## src/hw/rtl/sis_pkg.sv

```systemverilog
// Shared constants and types for the sorted id set insert block.
`timescale 1ns / 1ps

package sis_pkg;

  localparam int CAPACITY  = 256;
  localparam int ID_W      = 32;
  localparam int POS_W     = $clog2(CAPACITY + 1);
  localparam int IDX_W     = $clog2(CAPACITY);
  localparam int STEP_W    = (POS_W > 1) ? $clog2(POS_W) : 1;
  localparam int OUT_POS_W = 9;

  typedef enum logic [1:0] {
    ST_IDLE,
    ST_CMP,
    ST_SRCH,
    ST_COMMIT
  } state_e;

  typedef struct packed {
    logic cmp_en;
    logic ins_en;
  } cell_ctrl_t;

endpackage

```

## src/hw/rtl/sis_search.sv

```systemverilog
// Bit-serial search that turns the thermometer of less-than flags into a position.
`timescale 1ns / 1ps

module sis_search (
  input  logic                        clk_i,
  input  logic                        rst_ni,
  input  logic                        start_i,
  input  logic [sis_pkg::CAPACITY-1:0] lt_i,
  output logic [sis_pkg::POS_W-1:0]   pos_o,
  output logic                        done_o
);

  logic [sis_pkg::POS_W-1:0]  pos_q;
  logic [sis_pkg::POS_W-1:0]  pos_d;
  logic [sis_pkg::STEP_W-1:0] step_q;
  logic                       run_q;
  logic                       done_q;
  logic [sis_pkg::POS_W-1:0]  cand;
  logic [sis_pkg::POS_W-1:0]  cand_m1;

  assign cand    = pos_q | (sis_pkg::POS_W'(1) << step_q);
  assign cand_m1 = cand - sis_pkg::POS_W'(1);

  always_comb begin
    pos_d = pos_q;
    if ((cand <= sis_pkg::POS_W'(sis_pkg::CAPACITY)) && lt_i[cand_m1[sis_pkg::IDX_W-1:0]]) begin
      pos_d = cand;
    end
  end

  always_ff @(posedge clk_i or negedge rst_ni) begin
    if (!rst_ni) begin
      pos_q  <= '0;
      step_q <= '0;
      run_q  <= 1'b0;
      done_q <= 1'b0;
    end else begin
      done_q <= 1'b0;
      if (start_i) begin
        pos_q  <= '0;
        step_q <= sis_pkg::STEP_W'(sis_pkg::POS_W - 1);
        run_q  <= 1'b1;
      end else if (run_q) begin
        pos_q <= pos_d;
        if (step_q == '0) begin
          run_q  <= 1'b0;
          done_q <= 1'b1;
        end else begin
          step_q <= step_q - sis_pkg::STEP_W'(1);
        end
      end
    end
  end

  assign pos_o  = pos_q;
  assign done_o = done_q;

endmodule
```

## config.mk

```make
export PLATFORM = sky130hd
export DESIGN_NAME = sis_search
export DESIGN_NICKNAME = d
export VERILOG_FILES = /design/src/hw/rtl/sis_pkg.sv /design/src/hw/rtl/sis_search.sv
export SDC_FILE = /design/constraint.sdc
export NUM_CORES = 1
export LEC_CHECK = 0
export BUFFER_PORTS_ARGS = -buffer_cell sky130_fd_sc_hd__clkbuf_2
export CAP_MARGIN = 25
export CORE_AREA = 2 2 104 106
export DETAILED_ROUTE_END_ITERATION = 16
export DIE_AREA = 0 0 106 108
export GPL_TIMING_DRIVEN = 0
export PLACE_DENSITY = 0.78
export SYNTH_ARGS = -nofsm -noshare
export SYNTH_HDL_FRONTEND = slang
export SYNTH_SLANG_ARGS = --single-unit
```

## constraint.sdc

```tcl
create_clock -name clk_i -period 3.9 [get_ports clk_i]
set_input_delay 0.78 -clock clk_i [delete_from_list [all_inputs] [get_ports clk_i]]
set_output_delay 0.78 -clock clk_i [all_outputs]
set_load 0.1 [all_outputs]
```

# After elaboration in Yosys (flattened, before gate mapping)

Cells that the tools add are included.

Bits of input ports: 259
Flip-flop bits (word level): 15
Output and inout port bits: 10
Word-level logic and storage cells: 31
Memories kept: 0
Memory bits (read-only): 0
Bits in latches: 0
Memory bits (writable): 0

Div/mod/pow operators: 0
Shift-type cells: 1
$mul: 0
Equal/unequal tests: 1
Magnitude comparators: 2
Muxes and demuxes: 14
Reductions and logical operators: 6
Bitwise logic cells: 1
Add/subtract/negate cells: 2

Operators by type and width:

| cell                                                       | count |
|---|---|
| two-way mux 9 bit                                          | 3 |
| two-way mux 4 bit                                          | 3 |
| <= comparator 9 bit, second input constant                 | 1 |
| less-than comparator 8 x 9 -> 1 bit, second input constant | 1 |
| bitwise OR 9 bit                                           | 1 |
| left shift 1 x 4 -> 9 bit, first input constant            | 1 |
| binary-select mux 1 bit (select 8 bit)                     | 1 |
| subtractor 8 x 1 -> 8 bit, second input constant           | 1 |
| two-way mux 1 bit                                          | 7 |
| logical NOT 4 bit                                          | 1 |
| AND reduction 2 bit                                        | 2 |
| nonzero test 2 bit                                         | 2 |
| subtractor 4 x 1 -> 4 bit, second input constant           | 1 |
| != test 2 bit, second input constant                       | 1 |
| logical AND 1 bit                                          | 1 |

# Longest topological paths before layout

Depth after elaboration: 9
Gate-level depth with buffers: 18

# Worst setup path after synthesis

No wires, ideal clock.

Path type: register to register
Start point: register pos_q (netlist bit pos_o[0])
End point: register pos_q (netlist bit pos_o[3])
Path buffers: 5
Setup slack: -464 ps
Cell stages (with the launch flop): 15
Period minus slack after synthesis: 4,364 ps
Arrival: 4,223 ps
Library setup time: 142 ps
Path through: dfrtp_1 clkbuf_1 nor2_4 buf_4 buf_2 ha_1 clkbuf_1 clkbuf_1 mux4_2 mux2_2 a2111o_1 o211ai_1 o211ai_2 a211oi_4 o22ai_1

Longest elaborated chain between the ends: 7
Elaborated cells on any way between the ends: 8
Those cells by class: add/sub (1); order compare (1); mux (2); bitwise (1); reduce/logical (3)

RTL lines:

| item                                     | line             | RTL |
|---|---|---|
| start: declaration                       | sis_search.sv:13 | `logic [sis_pkg::POS_W-1:0] pos_q;` |
| start signal: assignment                 | sis_search.sv:44 | `pos_q <= pos_d;` |
| bitwise OR 9 bit (*)                     | sis_search.sv:21 | `assign cand = pos_q \| (sis_pkg::POS_W'(1) << step_q);` |
| subtractor 8 x 1 -> 8 bit                | sis_search.sv:22 | `assign cand_m1 = cand - sis_pkg::POS_W'(1);` |
| binary-select mux 1 bit (select 8 bit)   | sis_search.sv:26 | `if ((cand <= sis_pkg::POS_W'(sis_pkg::CAPACITY)) && lt_i[cand_m1[sis_pkg::IDX_W-1:0]]) begin` |
| two-way mux 1 bit (implied by the code)  | sis_search.sv:26 |  |
| logical AND 1 bit (*)                    | sis_search.sv:26 |  |
| nonzero test 2 bit (no source line) (*)  | n/a              |  |
| AND reduction 2 bit (no source line) (*) | n/a              |  |

Every way passes the cells marked *; elsewhere a longest branch is shown, timed or not. The select of a mux whose other input is x is not followed.
A chain may end at the register's enable or synchronous reset.

# Worst setup path after layout

Start point: register step_q[0] in the netlist's numbering
End point: register pos_q (netlist bit pos_o[3])

Longest elaborated chain between the ends: 8
Elaborated cells on any way between the ends: 12
Those cells by class: add/sub (1); order compare (1); shift (1); mux (5); bitwise (1); reduce/logical (3)

RTL lines:

| item                                    | line             | RTL |
|---|---|---|
| start: declaration                      | sis_search.sv:15 | `logic [sis_pkg::STEP_W-1:0] step_q;` |
| start signal: assignment                | sis_search.sv:41 | `step_q <= sis_pkg::STEP_W'(sis_pkg::POS_W - 1);` |
| start signal: assignment                | sis_search.sv:49 | `step_q <= step_q - sis_pkg::STEP_W'(1);` |
| left shift 1 x 4 -> 9 bit (*)           | sis_search.sv:21 |  |
| bitwise OR 9 bit (*)                    | sis_search.sv:21 |  |
| subtractor 8 x 1 -> 8 bit               | sis_search.sv:22 |  |
| binary-select mux 1 bit (select 8 bit)  | sis_search.sv:26 |  |
| two-way mux 1 bit (implied by the code) | sis_search.sv:26 |  |
| logical AND 1 bit                       | sis_search.sv:26 |  |
| nonzero test 2 bit (no source line)     | n/a              |  |
| AND reduction 2 bit (no source line)    | n/a              |  |

Marked as above.

==> insert_results.sql <==
INSERT INTO impl_metrics (metric_group, metric, value, unit) VALUES
('timing', 'finalHoldViolCount', '0', ''),
('finish', 'fillCellCount', '998', ''),
('grt', 'grt_pass1_vias', '4386', ''),
('power_and_ir_drop', 'total_power_of_the_final_layout', '0.005875', 'W'),
('floorplanning', 'coreArea', '10230', 'sq um'),
('logic_synthesis', 'proportion_of_synthesized_flip_flops_having_asynchronous_set_or_reset', '1.000', ''),
('timing', 'achievable-frequency', '266.3', 'MHz'),
('power_and_ir_drop', 'netSwitchingPower', '0.002969', 'W'),
('worst_setup_path', 'crit_required', '4010', 'ps'),
('logic_synthesis', 'mux_share_of_post_synthesis_cell_area', '0.4654', ''),
('logic_synthesis', 'netlist_area', '3342', 'sq um'),
('logic_synthesis', 'synth_cell_type_count', '60', ''),
('worst_setup_path', 'critical_path_peak_fanout', '10', ''),
('floorplanning', 'starting_utilization_of_the_core_area', '0.3266', ''),
('cts', 'cts_buffers', '3', ''),
('grt', 'grt_antenna_before_repair', '1', ''),
('power_and_ir_drop', 'cellPowerDensity', '1125', 'nW/um^2'),
('worst_setup_path', 'cp-endpoint', 'pos_o[3]', ''),
('cts', 'clock_sinks', '15', ''),
('logic_synthesis', 'main_combinational_cell_family_by_area_after_synthesis', 'multiplexers', ''),
('cts', 'cts-root-buf', 'clkbuf_8', ''),
('finish', 'final_core_utilization', '0.5106', ''),
('power_and_ir_drop', 'fraction_of_power_spent_switching_nets', '0.5054', ''),
('run_status', 'status', 'finished, final reports clean', ''),
('min_path', 'hold_path.class', 'primary input to async pin', ''),
('timing', 'slew_headroom', '0.5684', ''),
('finish', 'layout.nets', '871', ''),
('run', 'max_cap_violations', '0', ''),
('routing', 'drt_iter0_markers', '444', ''),
('timing', 'tightest_slew', '645.3', 'ps'),
('worst_setup_path', 'ff2ff_setup_slack', '140', 'ps'),
('grt', 'global_route.usage.total', '0.2650', ''),
('logic_synthesis', 'fraction_of_the_mapped_netlist_area_in_compound_gates', '0.1494', ''),
('logic_synthesis', 'synth-warning-count', '0', ''),
('logic_synthesis', 'yosys.area_share.simple', '0.1775', ''),
('logic_synthesis', 'synth_top_cell_by_area', 'mux4_2', ''),
('floorplanning', 'die_x', '106', 'um'),
('logic_synthesis', 'postSynth.topFlopCell', 'dfrtp_1', ''),
('placement', 'gp_congestion', '0.9637', ''),
('worst_setup_path', 'timing.critical_path.from', 'step_q[0]', ''),
('finish', 'area_delta_synth_final', '56.31', '%'),
('finish', 'share_of_final_layout_standard_cells_stronger_than_drive_strength_1', '0.6711', ''),
('logic_synthesis', 'synth.top_cells.by_count', '62 x mux4_2, 33 x nand2_1, 17 x nand3_1', ''),
('routing', 'avgViaCountPerCell', '5.698', ''),
('cts', 'h-tree-depth', '1', ''),
('worst_setup_path', 'reg2reg_depth', '16', ''),
('logic_synthesis', 'netlist.area_leader.share', '0.4178', ''),
('placement', 'buffer_ports.inserted', '267', ''),
('placement', 'hpwl', '12.78', 'mm'),
('routing', 'dr_total_vias', '4228', ''),
('routing', 'drtAntennaViolNets', '0', ''),
('grt', 'grt_pass1_wl', '23.25', 'mm'),
('worst_setup_path', 'worstSetupStartpointType', 'flip-flop', ''),
('grt', 'maximum_number_of_pins_on_one_net_before_global_route_repair', '16', ''),
('routing', 'routed_wirelength', '15.41', 'mm'),
('cts', 'clkSlewWorstSetupHoldPaths', '70', 'ps'),
('timing', 'setup_violations', '0', ''),
('timing', 'period_minus_ws_final', '3756', 'ps'),
('floorplanning', 'chipHeight', '108', 'um'),
('timing', 'timing.final.crit_share', '0.9630', ''),
('floorplanning', 'num_io_pins', '269', ''),
('routing', 'dr.pass1.iters', '7', ''),
('routing', 'detail_route.drc_violations', '0', ''),
('logic_synthesis', 'netlist_instances', '316', ''),
('timing', 'final.hold.worst_slack', '443.6', 'ps'),
('worst_setup_path', 'worstReg2RegEnd', 'pos_o[3]', ''),
('worst_setup_path', 'rr_startpoint', 'step_q[0]', ''),
('logic_synthesis', 'synth-adder-area-share', '0.02246', ''),
('cts', 'clockBufferDepth', '2', ''),
('logic_synthesis', 'postSynthNetCount', '581', ''),
('power_and_ir_drop', 'vdd.ir_drop.worst', '629.5', 'uV');
-- power by group through the flow --
stage               Clock, W  Sequential, W  Combinational, W
finish              0.000131       0.000236           0.00551
global placement           0       0.000241           0.00462
detailed placement         0       0.000242           0.00467
CTS                 0.000134       0.000233           0.00512
floorplan                  0       0.000332           0.00340
global route        0.000141       0.000240           0.00586
-- how the worst min path moves through the flow --
stage,start,end,depth (start not counted)
finish,rst_ni,run_q,1
global route,rst_ni,run_q,1
CTS,rst_ni,run_q,1
detailed placement,pos_o[8],pos_o[8],2
global placement,pos_o[8],pos_o[8],2
floorplan,rst_ni,done_o,0
-- final cells by class --
class | instances | area, sq um | share of cell area
multi-input cells | 264 | 2873 | 0.5499
repair buffers | 286 | 1495 | 0.2862
flip-flops and latches | 15 | 379.1 | 0.07257
plain buffers | 28 | 227.7 | 0.04359
well taps | 136 | 170.2 | 0.03257
clock buffers | 3 | 41.29 | 0.007904
inverters | 8 | 30.03 | 0.005749
clock inverters | 1 | 5.005 | 0.0009581
diodes | 1 | 2.502 | 0.0004790
-- flip-flops by register name, summed over array words and instances (netlist names) --
name	count
step_q	4
pos_o	9
done_o	1
run_q	1
-- per-stage QoR --
step	setup slack [ps]	area, sq um	instances
final	144.3	5224	742
after CTS	23.61	5075	732
after global routing	-44.40	5221	741
after detailed placement	-924.2	4875	719
after global placement	-828.4	4875	719
after floorplan	3.749	3368	316
-- layout by cell type, fill, tap and decap left out, types with 3 or more instances in the layout --
cell,netlist,routed
a21oi_1,13,12
ha_1,6,4
o21ai_0,7,5
clkbuf_1,14,5
inv_1,8,6
mux2_2,7,7
and2_1,3,3
nor3b_1,4,3
nand2_1,33,32
xnor2_1,4,3
dfrtp_1,15,14
buf_2,5,3
nand3_1,17,17
nand3b_1,4,4
mux2i_1,8,7
nor2_1,11,11
xor2_1,3,3
nand2b_1,9,9
a211oi_1,7,5
o211ai_1,4,4
a2bb2oi_1,4,4
nand4_1,11,11
buf_4,6,25
clkbuf_2,0,268
mux4_2,62,62
clkbuf_8,0,6
-- metal layers --
metal	vias to the layer above	global-route usage	wire length (um)
li1	1888	-	-
met4	0	0.06861	278
met1	2032	0.3352	5974
met2	271	0.4567	7472
met5	-	0	0
met3	37	0.06450	1684
-- repair_timing --
item / CTS / global route
endpoints found under the setup margin: 9 / 9
resized for setup: 21 / 21
hold buffers: 0 / 0
pin swaps: 4 / 6
buffers inserted: 10 / 8
gates cloned: 0 / 1
-- critical path, stage by stage, from the launching register on --
cell      delay, ps
dfrtp_1         410
inv_2           110
ha_4            140
nor3b_4         240
nor2_4           80
buf_8           170
buf_12          160
ha_4            170
or3_4           420
nand2_4         110
mux2_2          350
a2111o_1        400
o211ai_1        140
o211ai_2        160
a211oi_4        300
buf_12          170
o22ai_1          80
-- logic make-up after synthesis --
group / Yosys count
buffers and inverters: 37
AND/OR/NAND/NOR: 109
multiplexers: 77
XOR/XNOR: 7
AO/OA/AOI/OAI: 65
flip-flops: 15
adder cells (fa/ha/maj): 6
Power figures use the tool's default switching activity.
