### config.mk
export PLATFORM = sky130hd
export DESIGN_NAME = sis_cell
export DESIGN_NICKNAME = d
export VERILOG_FILES = /design/src/hw/rtl/sis_pkg.sv /design/src/hw/rtl/sis_cell.sv
export SDC_FILE = /design/constraint.sdc
export NUM_CORES = 1
export LEC_CHECK = 0
export BUFFER_PORTS_ARGS = -buffer_cell sky130_fd_sc_hd__buf_2
export CAP_MARGIN = 0
export CORE_MARGIN = 1
export CORE_UTILIZATION = 35
export CTS_CLUSTER_DIAMETER = 120
export DETAILED_ROUTE_END_ITERATION = 10
export PLACE_DENSITY = 0.62
export SLEW_MARGIN = 20
export SYNTH_ARGS = -nofsm -noshare
export SYNTH_HDL_FRONTEND = slang
export SYNTH_SLANG_ARGS = --single-unit
### constraint.sdc
create_clock -name clk_i -period 2.3 [get_ports clk_i]
set_input_delay 0.115 -clock clk_i [delete_from_list [all_inputs] [get_ports clk_i]]
set_output_delay 0.115 -clock clk_i [all_outputs]
set_load 0.02 [all_outputs]
### src/hw/rtl/sis_pkg.sv
// Shared constants and types for the sorted id set insert block.
`timescale 1ns / 1ps

package sis_pkg;

  localparam int CAPACITY  = 256;
  localparam int ID_W      = 32;
  localparam int POS_W     = $clog2(CAPACITY + 1);
  localparam int IDX_W     = $clog2(CAPACITY);
  localparam int STEP_W    = (POS_W > 1) ? $clog2(POS_W) : 1;
  localparam int OUT_POS_W = 9;

  typedef enum logic [1:0] {
    ST_IDLE,
    ST_CMP,
    ST_SRCH,
    ST_COMMIT
  } state_e;

  typedef struct packed {
    logic cmp_en;
    logic ins_en;
  } cell_ctrl_t;

endpackage

### src/hw/rtl/sis_cell.sv
// One storage cell of the sorted chain: holds an id, compares it, shifts from its neighbor.
`timescale 1ns / 1ps

module sis_cell (
  input  logic                    clk_i,
  input  logic                    rst_ni,
  input  sis_pkg::cell_ctrl_t     ctrl_i,
  input  logic [sis_pkg::ID_W-1:0] id_i,
  input  logic [sis_pkg::ID_W-1:0] left_val_i,
  input  logic                    left_above_i,
  input  logic                    tail_i,
  output logic [sis_pkg::ID_W-1:0] val_o,
  output logic                    above_o,
  output logic                    lt_o,
  output logic                    eq_o
);

  logic [sis_pkg::ID_W-1:0] val_q;
  logic                     vld_q;
  logic                     lt_q;
  logic                     eq_q;
  logic                     take;

  assign take = ctrl_i.ins_en && !lt_q && (vld_q || tail_i);

  always_ff @(posedge clk_i) begin
    if (take) begin
      val_q <= left_above_i ? left_val_i : id_i;
    end
  end

  always_ff @(posedge clk_i or negedge rst_ni) begin
    if (!rst_ni) begin
      vld_q <= 1'b0;
      lt_q  <= 1'b0;
      eq_q  <= 1'b0;
    end else begin
      if (take) begin
        vld_q <= 1'b1;
      end
      if (ctrl_i.cmp_en) begin
        lt_q <= vld_q && (val_q < id_i);
        eq_q <= vld_q && (val_q == id_i);
      end
    end
  end

  assign val_o   = val_q;
  assign above_o = !lt_q;
  assign lt_o    = lt_q;
  assign eq_o    = eq_q;

endmodule

# Word-level counts from Yosys, hierarchy flattened
# Index checks and enable logic that the tools add are counted.
# W data, S select, Z words.
# totals
output_inout_bits	35
wordCells	13
regBits	35
# op_classes
order_cmp	1
n_eq_ne	1
muxes	1
n_reduce_logical	6
# op_table
op	n
$eq A32 B32 Y1	1
$lt A32 B32 Y1	1
$mux W32	1
$logic_and A1 B1 Y1	4
$logic_not A1 Y1	1
$logic_or A1 B1 Y1	1

# Depth between registers and ports, before layout
# Gate-level depths: netlist (run 1).
# logic_depth
depth_word	3
ltp_mapped	7

# Worst setup path after synthesis (run 1)
# OpenSTA, ideal clock, no wires.
# synth_timing
path_kind	register to register
from	reg val_q, in the netlist val_o[30]
to	reg lt_q (netlist: lt_o)
t_required_ns	2.234
arrival_time_ns	1.767
synth_period_minus_slack_ns	1.833
path_stages_with_launch	7
path_slack_ns	0.467
setup_time_ns	0.066
path_cell_list	edfxtp_1 > ha_1 > a21oi_1 > nand2_1 > a211o_1 > a2111oi_2 > a22o_1
# synth_via
elab_chain_cells	2
# synth_lines
element	line	rtl
start, declared	sis_cell.sv:18	logic [sis_pkg::ID_W-1:0] val_q;
start signal, assigned	sis_cell.sv:28	val_q <= left_above_i ? left_val_i : id_i;
$lt A32 B32 Y1	sis_cell.sv:42	lt_q <= vld_q && (val_q < id_i);
$logic_and A1 B1 Y1	sis_cell.sv:42	
end signal, assigned	sis_cell.sv:42	
end, declared	sis_cell.sv:20	logic lt_q;
# Every way passes these cells.
# A chain may end at the register's enable or synchronous reset.

# Worst setup path after layout (run 1)
# layout_timing
from	reg val_q, in the netlist val_o[14]
to	reg lt_q (netlist: lt_o)
# The elaborated chain is that of the path after synthesis.

==> impl_metrics.tcl, run 1 <==
set metrics [dict create \
    io_buffers 104 \
    hold_class "in -> reg" \
    overflow 0 \
    nets 434 \
    endpoint_kind "flip-flop" \
    ys_seq_elements 35 \
    yosysTopAreaCell "edfxtp_1" \
    syn_area_per_cell_um2 9.78 \
    path_cells "ha_1 > nand4_1 > nor4_1 > a21boi_1 > o311ai_1 > a22o_1" \
    clk_pin_slew_ps 70 \
    clkLatencyLatePin_ps 290 \
    drt-initial-drc-count 25 \
    ys_seq_area_share_pct 47.1 \
    firstDrtPassIters 4 \
    startpoint_type "flip-flop" \
    dp_hpwl_um 4110 \
    die_area_um2 6610 \
    die_h_um 81.3 \
    first_global_vias 1731 \
    pre_cts_slack_ps 406 \
    synth_top_area_share_pct 43.7 \
    drive_gt1_share_pct 35.1 \
    cts.repair.resized 0 \
    dpl.cell_count 399 \
    synthTopCellsByArea "edfxtp_1, ha_1, o21ai_0" \
    drc_errors 0 \
    crit_required_ps 2480 \
    core-area_um2 5990 \
    clock-sinks 35 \
    setup_violations 0 \
    worstPathMaxFanout 3 \
    dr_wl_met2_um 2410 \
    routed.top_layer "met4" \
    ioPinCount 105 \
    yosysWarnings 0 \
    cp.arrival_ps 2050 \
    p_leak_nw 1.47 \
    synth_nets 327 \
    final_hold_viol_count 0 \
    p_per_area_nw_per_um2 574 \
    path_class "reg -> reg" \
    ir_drop_mv 0.234 \
    routed_wl_um 5050 \
    cts_tree "yes" \
    synthArstFlopShare_pct 8.57 \
    wl_met3_um 234 \
    cts_max_level 2 \
    grt_pass1_wl_um 7700 \
    finClkSkew_ps 4.49 \
    max_slew_margin_pct 70.3 \
    track_usage_pct 15.5 \
    max_cap_violations 0 \
    grt_max_degree 37 \
    fin_crit_sh_pct 81.3 \
    vias 1928 \
    cts_max_path_buffers 2 \
    worst_pin_slew_ps 445 \
    path_buf_inv 0 \
    num_antenna_cells 0 \
    ys_types 29 \
    netlist_area_um2 2200 \
    place_area_um2 2800 \
    cts_root_buf "clkbuf_8" \
    yosys-top-cells-count "nand2_1, inv_1, o21ai_0" \
    path_delay_family "simple AND/OR/NAND/NOR gates" \
    critPathSlowestCell "edfxtp_1" \
    vias_per_cell 4.73 \
    synth_edf_count 32 \
    slew_violations 0 \
    gp_congestion 0.779 \
    final_cells 408 \
    die_x_um 81.3 \
    synth-main-ff-cell "edfxtp_1" \
    wl_per_cell_um 12.4 \
    drtAntennaViolNets 0 \
    yosysMostFrequentCell "nand2_1" \
    cts-buffers-inserted 5 \
    tns_ps 0 \
    postLayoutCellArea_um2 2900 \
    antenna_found_initial 0 \
    status "completed" \
    fmax_mhz 535 \
    cpPeakStageDelay_ps 390 \
    synthCells 225 \
    rsz0062_at_grt "false" \
    area.growth.synth_to_final_pct 32.0 \
    initial_core_util_pct 36.7 \
    layout_setup_ws_ps 431 \
    routedLengthMet1_um 2330 \
    period_minus_slack_ps 1870 \
    rows 28 \
]
tightest hold or removal path: stages:
cell     delay, ps
buf_2           70
nand2_1         40
o21ai_0         50
flip-flops by register name (all words and copies together) (netlist names):
| signal | flops |
|---|---|
| val_o | 32 |
| eq_o | 1 |
| lt_o | 1 |
| vld_q | 1 |
placed cells by master, fill, tap and decap left out, types with 2 or more instances in the layout:
master / n
nand2_1: 39
nor2_1: 3
o21ai_0: 33
dfrtp_1: 3
ha_1: 32
a21oi_1: 12
buf_2: 104
nand4_1: 6
inv_1: 34
a21o_1: 3
clkbuf_8: 6
buf_4: 2
nand3_1: 4
edfxtp_1: 32
area by class of cell:
| class | instances | area, um2 |
|---|---|---|
| Fill cell | 615 | 3090 |
| Sequential cell | 35 | 1040 |
| Multi-Input combinational cell | 149 | 1010 |
| Timing Repair Buffer | 107 | 546 |
| Inverter | 34 | 128 |
| Tap cell | 75 | 93.8 |
| Clock buffer | 7 | 86.3 |
| Clock inverter | 1 | 5.00 |
report_power, final:
part | total [mW] | switching [mW] | internal (mW)
sequential | 0.794 | 0.0285 | 0.765
combinational | 0.412 | 0.246 | 0.166
clock | 0.460 | 0.218 | 0.242
through the flow:
| stage | hold WS, ps | power, mW | util, % |
|---|---|---|---|
| global placement | -85.2 | 1.22 | 46.8 |
| CTS | 98.2 | 1.69 | 48.5 |
| floorplan | -181 | 1.06 | - |
| detailed placement | -82.6 | 1.22 | 46.8 |
| finish | 103 | 1.67 | 48.5 |
| global route | 106 | 1.77 | 48.5 |
kinds of logic after synthesis:
group                    after synthesis  synth area share (%)
multiplexers                           1                 0.512
flip-flops                            35                  47.1
buffers and inverters                 41                  7.00
adder cells (fa/ha/maj)               32                  18.2
AND/OR/NAND/NOR                       57                  11.4
AO/OA/AOI/OAI                         59                  15.8
repair_timing:
action                                 in CTS  in global routing
endpoints found under the hold margin       3                  0
hold buffers                                1                  0
setup buffers                               0                  0
final timing paths:
kind	depth (start not counted)	slack, ps	end	startpoint
max	6	430	lt_o$_DFFE_PN0P_	val_o[14]$_DFFE_PP_
min	3	100	val_o[4]$_DFFE_PP_	left_val_i[4]
max reg2reg	6	430	lt_o$_DFFE_PN0P_	val_o[14]$_DFFE_PP_
min reg2reg	1	490	eq_o$_DFFE_PN0P_	eq_o$_DFFE_PN0P_
max in group asynchronous	2	2020	lt_o$_DFFE_PN0P_	rst_ni
min in group asynchronous	2	170	eq_o$_DFFE_PN0P_	rst_ni
routing by layer:
layer,track usage (%),vias up
li1,-,1008
met1,19.4,861
met2,25.7,52
met3,3.15,7
met4,6.96,0
met5,0,-
No activity file was read; power rests on OpenSTA's default activity.
==> run 2, diff against run 1 <==
- clock period: 2.3 -> 1.9 ns (I/O delays scaled with it)
==> run 2 against run 1 <==
Effect of this change: register-to-register slack got worse by 350 ps; core utilization increased by 0.65 points; setup slack got worse by 350 ps; largest cell class is now multi-input gates; largest power group unchanged.
==> impl_metrics.tcl, run 2 (synthesized netlist as in run 1, its figures left out) <==
set metrics [dict create \
    status "completed" \
    clock-sinks 35 \
    vias 1955 \
    p_leak_nw 1.48 \
    grt_max_degree 37 \
    final_hold_viol_count 0 \
    utilization_pct 49.1 \
    nets 436 \
    drt-initial-drc-count 67 \
    die_h_um 81.3 \
    max_cap_violations 0 \
    fin_total_pwr_mw 1.99 \
    hold_depth 3 \
    period_minus_slack_ps 1820 \
    startpoint_type "flip-flop" \
    finClkSkew_ps 2.62 \
    track_usage_pct 16.2 \
    dp_hpwl_um 4200 \
    clkLatencyLatePin_ps 280 \
    die_x_um 81.3 \
    critPathSlowestCell "edfxtp_1" \
    initial_core_util_pct 36.7 \
    p_per_area_nw_per_um2 676 \
    largest_reg_flops 32 \
    clk_pin_slew_ps 70 \
    slew_violations 0 \
    cts_tree "yes" \
    core-area_um2 5990 \
    final_common_cell "buf_2" \
    routed_wl_um 5230 \
    layout_setup_ws_ps 76.9 \
    r2r_cells 6 \
    fillCellCount 580 \
    tns_ps 0 \
    drive_gt1_share_pct 36.1 \
    pre_cts_slack_ps -49.8 \
    gp_congestion 0.774 \
    cpPeakStageDelay_ps 430 \
    cts_root_buf "clkbuf_8" \
    cts_max_path_buffers 2 \
    num_antenna_cells 0 \
    io_buffers 104 \
    vias_per_cell 4.77 \
    setup_violations 0 \
    worst_pin_slew_ps 463 \
    cts_max_level 2 \
    crit_required_ps 2070 \
    ir_drop_mv 0.325 \
    die_area_um2 6610 \
    endpoint_kind "flip-flop" \
    rows 28 \
    grt_pass1_wl_um 8080 \
    cts-buffers-inserted 5 \
    path_class "reg -> reg" \
    antenna_found_initial 0 \
    fmax_mhz 549 \
    fin_crit_sh_pct 96.0 \
    wl_per_cell_um 12.8 \
    rsz0062_at_grt "true" \
    max_slew_margin_pct 69.1 \
    drtAntennaViolNets 0 \
    ioPinCount 105 \
    layout_common_cells "buf_2, nand2_1, inv_1" \
    path_cells "ha_4 > nand4_1 > nor4_2 > a21boi_2 > o311ai_1 > a22o_1" \
    regToRegSetupSlack_ps 80 \
    whs_ps 86.3 \
    drc_errors 0 \
    hold_class "in -> reg" \
    first_global_vias 1823 \
    worstPathMaxFanout 3 \
    overflow 0 \
    firstDrtPassIters 4 \
    cp.arrival_ps 2000 \
    area.growth.synth_to_final_pct 33.8 \
]
run 2: path summary, 6_finish.rpt:
check,start,endpoint
worst min register to register,eq_o$_DFFE_PN0P_,eq_o$_DFFE_PN0P_
worst max-delay path,val_o[11]$_DFFE_PP_,lt_o$_DFFE_PN0P_
min in group asynchronous,rst_ni,vld_q$_DFFE_PN0P_
worst min-delay path,left_val_i[21],val_o[21]$_DFFE_PP_
max in group asynchronous,rst_ni,eq_o$_DFFE_PN0P_
worst max register to register,val_o[11]$_DFFE_PP_,lt_o$_DFFE_PN0P_
run 2: timing repair:
| action | CTS | global route |
|---|---|---|
| setup endpoints to repair | 1 | 1 |
| gates resized for setup | 1 | 3 |
| hold endpoints to repair | 3 | 0 |
| pin swaps | 1 | 3 |
| hold buffers | 1 | 0 |
| setup buffers | 0 | 1 |
run 2: power breakdown:
part | internal, mW | switching [mW] | total, mW
Clock | 0.250 | 0.264 | 0.514
Combinational | 0.211 | 0.306 | 0.517
Sequential | 0.926 | 0.0335 | 0.959
run 2: metal layers:
| metal | share of wire (%) | vias to the layer above | global-route usage, % |
|---|---|---|---|
| met4 | 1.5 | 0 | 6.96 |
| met1 | 45 | 885 | 20.1 |
| met2 | 48 | 50 | 27.1 |
| met3 | 5.0 | 9 | 3.26 |
| li1 | - | 1011 | - |
| met5 | 0 | - | 0 |
run 2: per-stage QoR:
step / instances / instance area, um2
final: 410 / 2940
after global routing: 410 / 2940
after CTS: 409 / 2910
after detailed placement: 400 / 2810
after global placement: 400 / 2810
after floorplan: 225 / 2200
run 2: final cells by class:
type	instances	area, um2	area share [%]
Multi-Input combinational cell	149	1040	35.5
Clock inverter	2	7.51	0.255
Tap cell	75	93.8	3.19
Sequential cell	35	1040	35.2
Inverter	34	128	4.34
Timing Repair Buffer	109	561	19.0
Clock buffer	6	72.6	2.47
run 2: worst max-delay path, delay by kind of cell, from the launching register on:
family | cells | cell delay [ps]
simple gates | 2 | 490
flops | 1 | 430
compound gates | 3 | 500
fa+ha+maj | 1 | 300
==> run 3, diff against run 2 <==
- REMOVE_ABC_BUFFERS: unset -> 1
==> run 3 against run 2 <==
Effect of this change: final cell count fell by 0.49%; maximum frequency rose by 3.6%; clock skew rose by 6.2 ps; flip-flop and latch count did not move; setup slack improved by 64 ps; routed wire length fell by 4.0%; total power rose by 1.4%; register-to-register slack improved by 60 ps; via count fell by 1.4%; clock-buffer cell count fell by 1; worst hold slack got worse by 6.0 ps; largest power group unchanged.
==> impl_metrics.tcl, run 3 (synthesized netlist as in run 1, its figures left out) <==
set metrics [dict create \
    ir_drop_mv 0.342 \
    die_area_um2 6610 \
    power_switching_uw 622 \
    multi_input_area_um2 1070 \
    gp_congestion 0.741 \
    slew_violations 0 \
    die_h_um 81.3 \
    path_cells "ha_4 > nand4_1 > nor4_2 > a21boi_2 > o311ai_1 > a22o_1" \
    hold_start "left_val_i[24]" \
    routed_wl_um 5020 \
    combinationalPowerShare_pct 26.0 \
    p_per_area_nw_per_um2 677 \
    hold_depth 3 \
    setup_violations 0 \
    drive_gt1_share_pct 36.9 \
    cp.arrival_ps 1940 \
    max_cap_violations 0 \
    drtAntennaViolNets 0 \
    num_antenna_cells 0 \
    nets 434 \
    cts_tree "yes" \
    status "completed" \
    firstDrtPassIters 6 \
    path_buf_inv 0 \
    max_slew_margin_pct 68.9 \
    clk_pin_slew_ps 80 \
    fin_crit_sh_pct 92.6 \
    switching_share_pct 30.8 \
    fmax_mhz 568 \
    worstPathMaxFanout 2 \
    postLayoutCellArea_um2 2980 \
    whs_ps 80.4 \
    crit_required_ps 2080 \
    area.growth.synth_to_final_pct 35.6 \
    core-area_um2 5990 \
    track_usage_pct 15.9 \
    overflow 0 \
    tns_ps 0 \
    antenna_found_initial 0 \
    clkPwrFrac_pct 26.4 \
    critPathSlowestCell "edfxtp_1" \
    final_hold_viol_count 0 \
    hold_class "in -> reg" \
    seq_area_um2 1040 \
    dp_hpwl_um 3970 \
    cts-buffers-inserted 5 \
    r2r_start "val_o[9]$_DFFE_PP_" \
    grt_max_degree 45 \
    initial_core_util_pct 36.7 \
    postCtsSetupBuffers 0 \
    p_int_mw 1.40 \
    vias 1927 \
    io_buffers 104 \
    layout_common_cells "buf_2, nand2_1, inv_1" \
    die_x_um 81.3 \
    period_minus_slack_ps 1760 \
    clock-sinks 35 \
    whs_endpoint "val_o[24]$_DFFE_PP_" \
    fillCellCount 580 \
    startpoint_type "flip-flop" \
    drc_errors 0 \
    cts_root_buf "clkbuf_8" \
    worst_pin_slew_ps 464 \
    path_delay_family "compound AO/OA/AOI/OAI gates" \
    grt_pass1_wl_um 7890 \
    seq_power_share_pct 47.6 \
    place_area_um2 2830 \
    pre_cts_slack_ps -64.9 \
    endpoint_kind "flip-flop" \
    cts_max_level 2 \
    ioPinCount 105 \
    finClkSkew_ps 8.81 \
    p_leak_nw 1.48 \
    vias_per_cell 4.72 \
    wl_per_cell_um 12.3 \
    largest_reg_flops 32 \
    regToRegSetupSlack_ps 140 \
    rsz0062_at_grt "false" \
    r2r_cells 6 \
    drt-initial-drc-count 59 \
    rows 28 \
    layout_setup_ws_ps 141 \
    final_common_cell "buf_2" \
    first_global_vias 1735 \
    path_class "reg -> reg" \
    cpPeakStageDelay_ps 440 \
    clkLatencyLatePin_ps 290 \
    reg2reg_to "lt_o$_DFFE_PN0P_" \
    cts_max_path_buffers 2 \
]
## run 3: cell type report
cell class,instances,share of cell area [%]
clock buffers,5,2.31
clock inverters,3,0.504
flip-flops and latches,35,34.7
repair buffers,107,19.1
inverters,34,4.28
well taps,75,3.15
multi-input cells,149,35.9
## run 3: worst max-delay path by stage
| stage | slack, ps | endpoint | cells after the start | startpoint |
|---|---|---|---|---|
| finish | 140 | lt_o$_DFFE_PN0P_ | 6 | val_o[9]$_DFFE_PP_ |
| global route | 10 | lt_o$_DFFE_PN0P_ | 6 | val_o[9]$_DFFE_PP_ |
| detailed placement | -60 | lt_o$_DFFE_PN0P_ | 6 | val_o[14]$_DFFE_PP_ |
| CTS | 100 | lt_o$_DFFE_PN0P_ | 6 | val_o[9]$_DFFE_PP_ |
| floorplan | 70 | lt_o$_DFFE_PN0P_ | 6 | val_o[30]$_DFFE_PP_ |
| global placement | 70 | lt_o$_DFFE_PN0P_ | 6 | val_o[14]$_DFFE_PP_ |
## run 3: power by group through the flow
stage               registers (mW)  clock network, mW  logic [mW]
CTS                          0.959              0.552       0.520
detailed placement           0.975                  0       0.514
global placement             0.972                  0       0.512
floorplan                     1.05                  0       0.213
finish                       0.960              0.532       0.525
global route                 0.968              0.579       0.595
## run 3: worst register-to-register path: cells and delay by family (launching register included)
kind,cells,cell delay [ps]
AND/OR/NAND/NOR,2,460
flip-flops,1,440
adder cells (fa/ha/maj),1,300
AO/OA/AOI/OAI,3,480
## run 3: what timing repair did
item	4_1_cts	5_1_grt
gates resized for setup	1	5
endpoints found under the hold margin	3	0
pin swaps	1	3
hold buffers	1	0
setup endpoints to repair	1	1
## run 3: metal layers
metal / global-route usage (%) / vias up / routed length [um] / part of all wire, %
met1: 21.1 / 853 / 2370 / 47
met4: 6.43 / 0 / 63 / 1.3
met2: 25.6 / 64 / 2360 / 47
met5: 0 / - / 0 / 0
li1: - / 1005 / - / -
met3: 2.47 / 5 / 226 / 4.5
## run 3: metrics by stage
stage	utilization [%]	power, mW	instances
2_1_floorplan	-	1.26	218
3_3_place_gp	47.2	1.48	399
3_5_place_dp	47.2	1.49	399
4_1_cts	48.9	2.03	408
5_1_grt	49.8	2.14	408
6_report	49.8	2.02	408
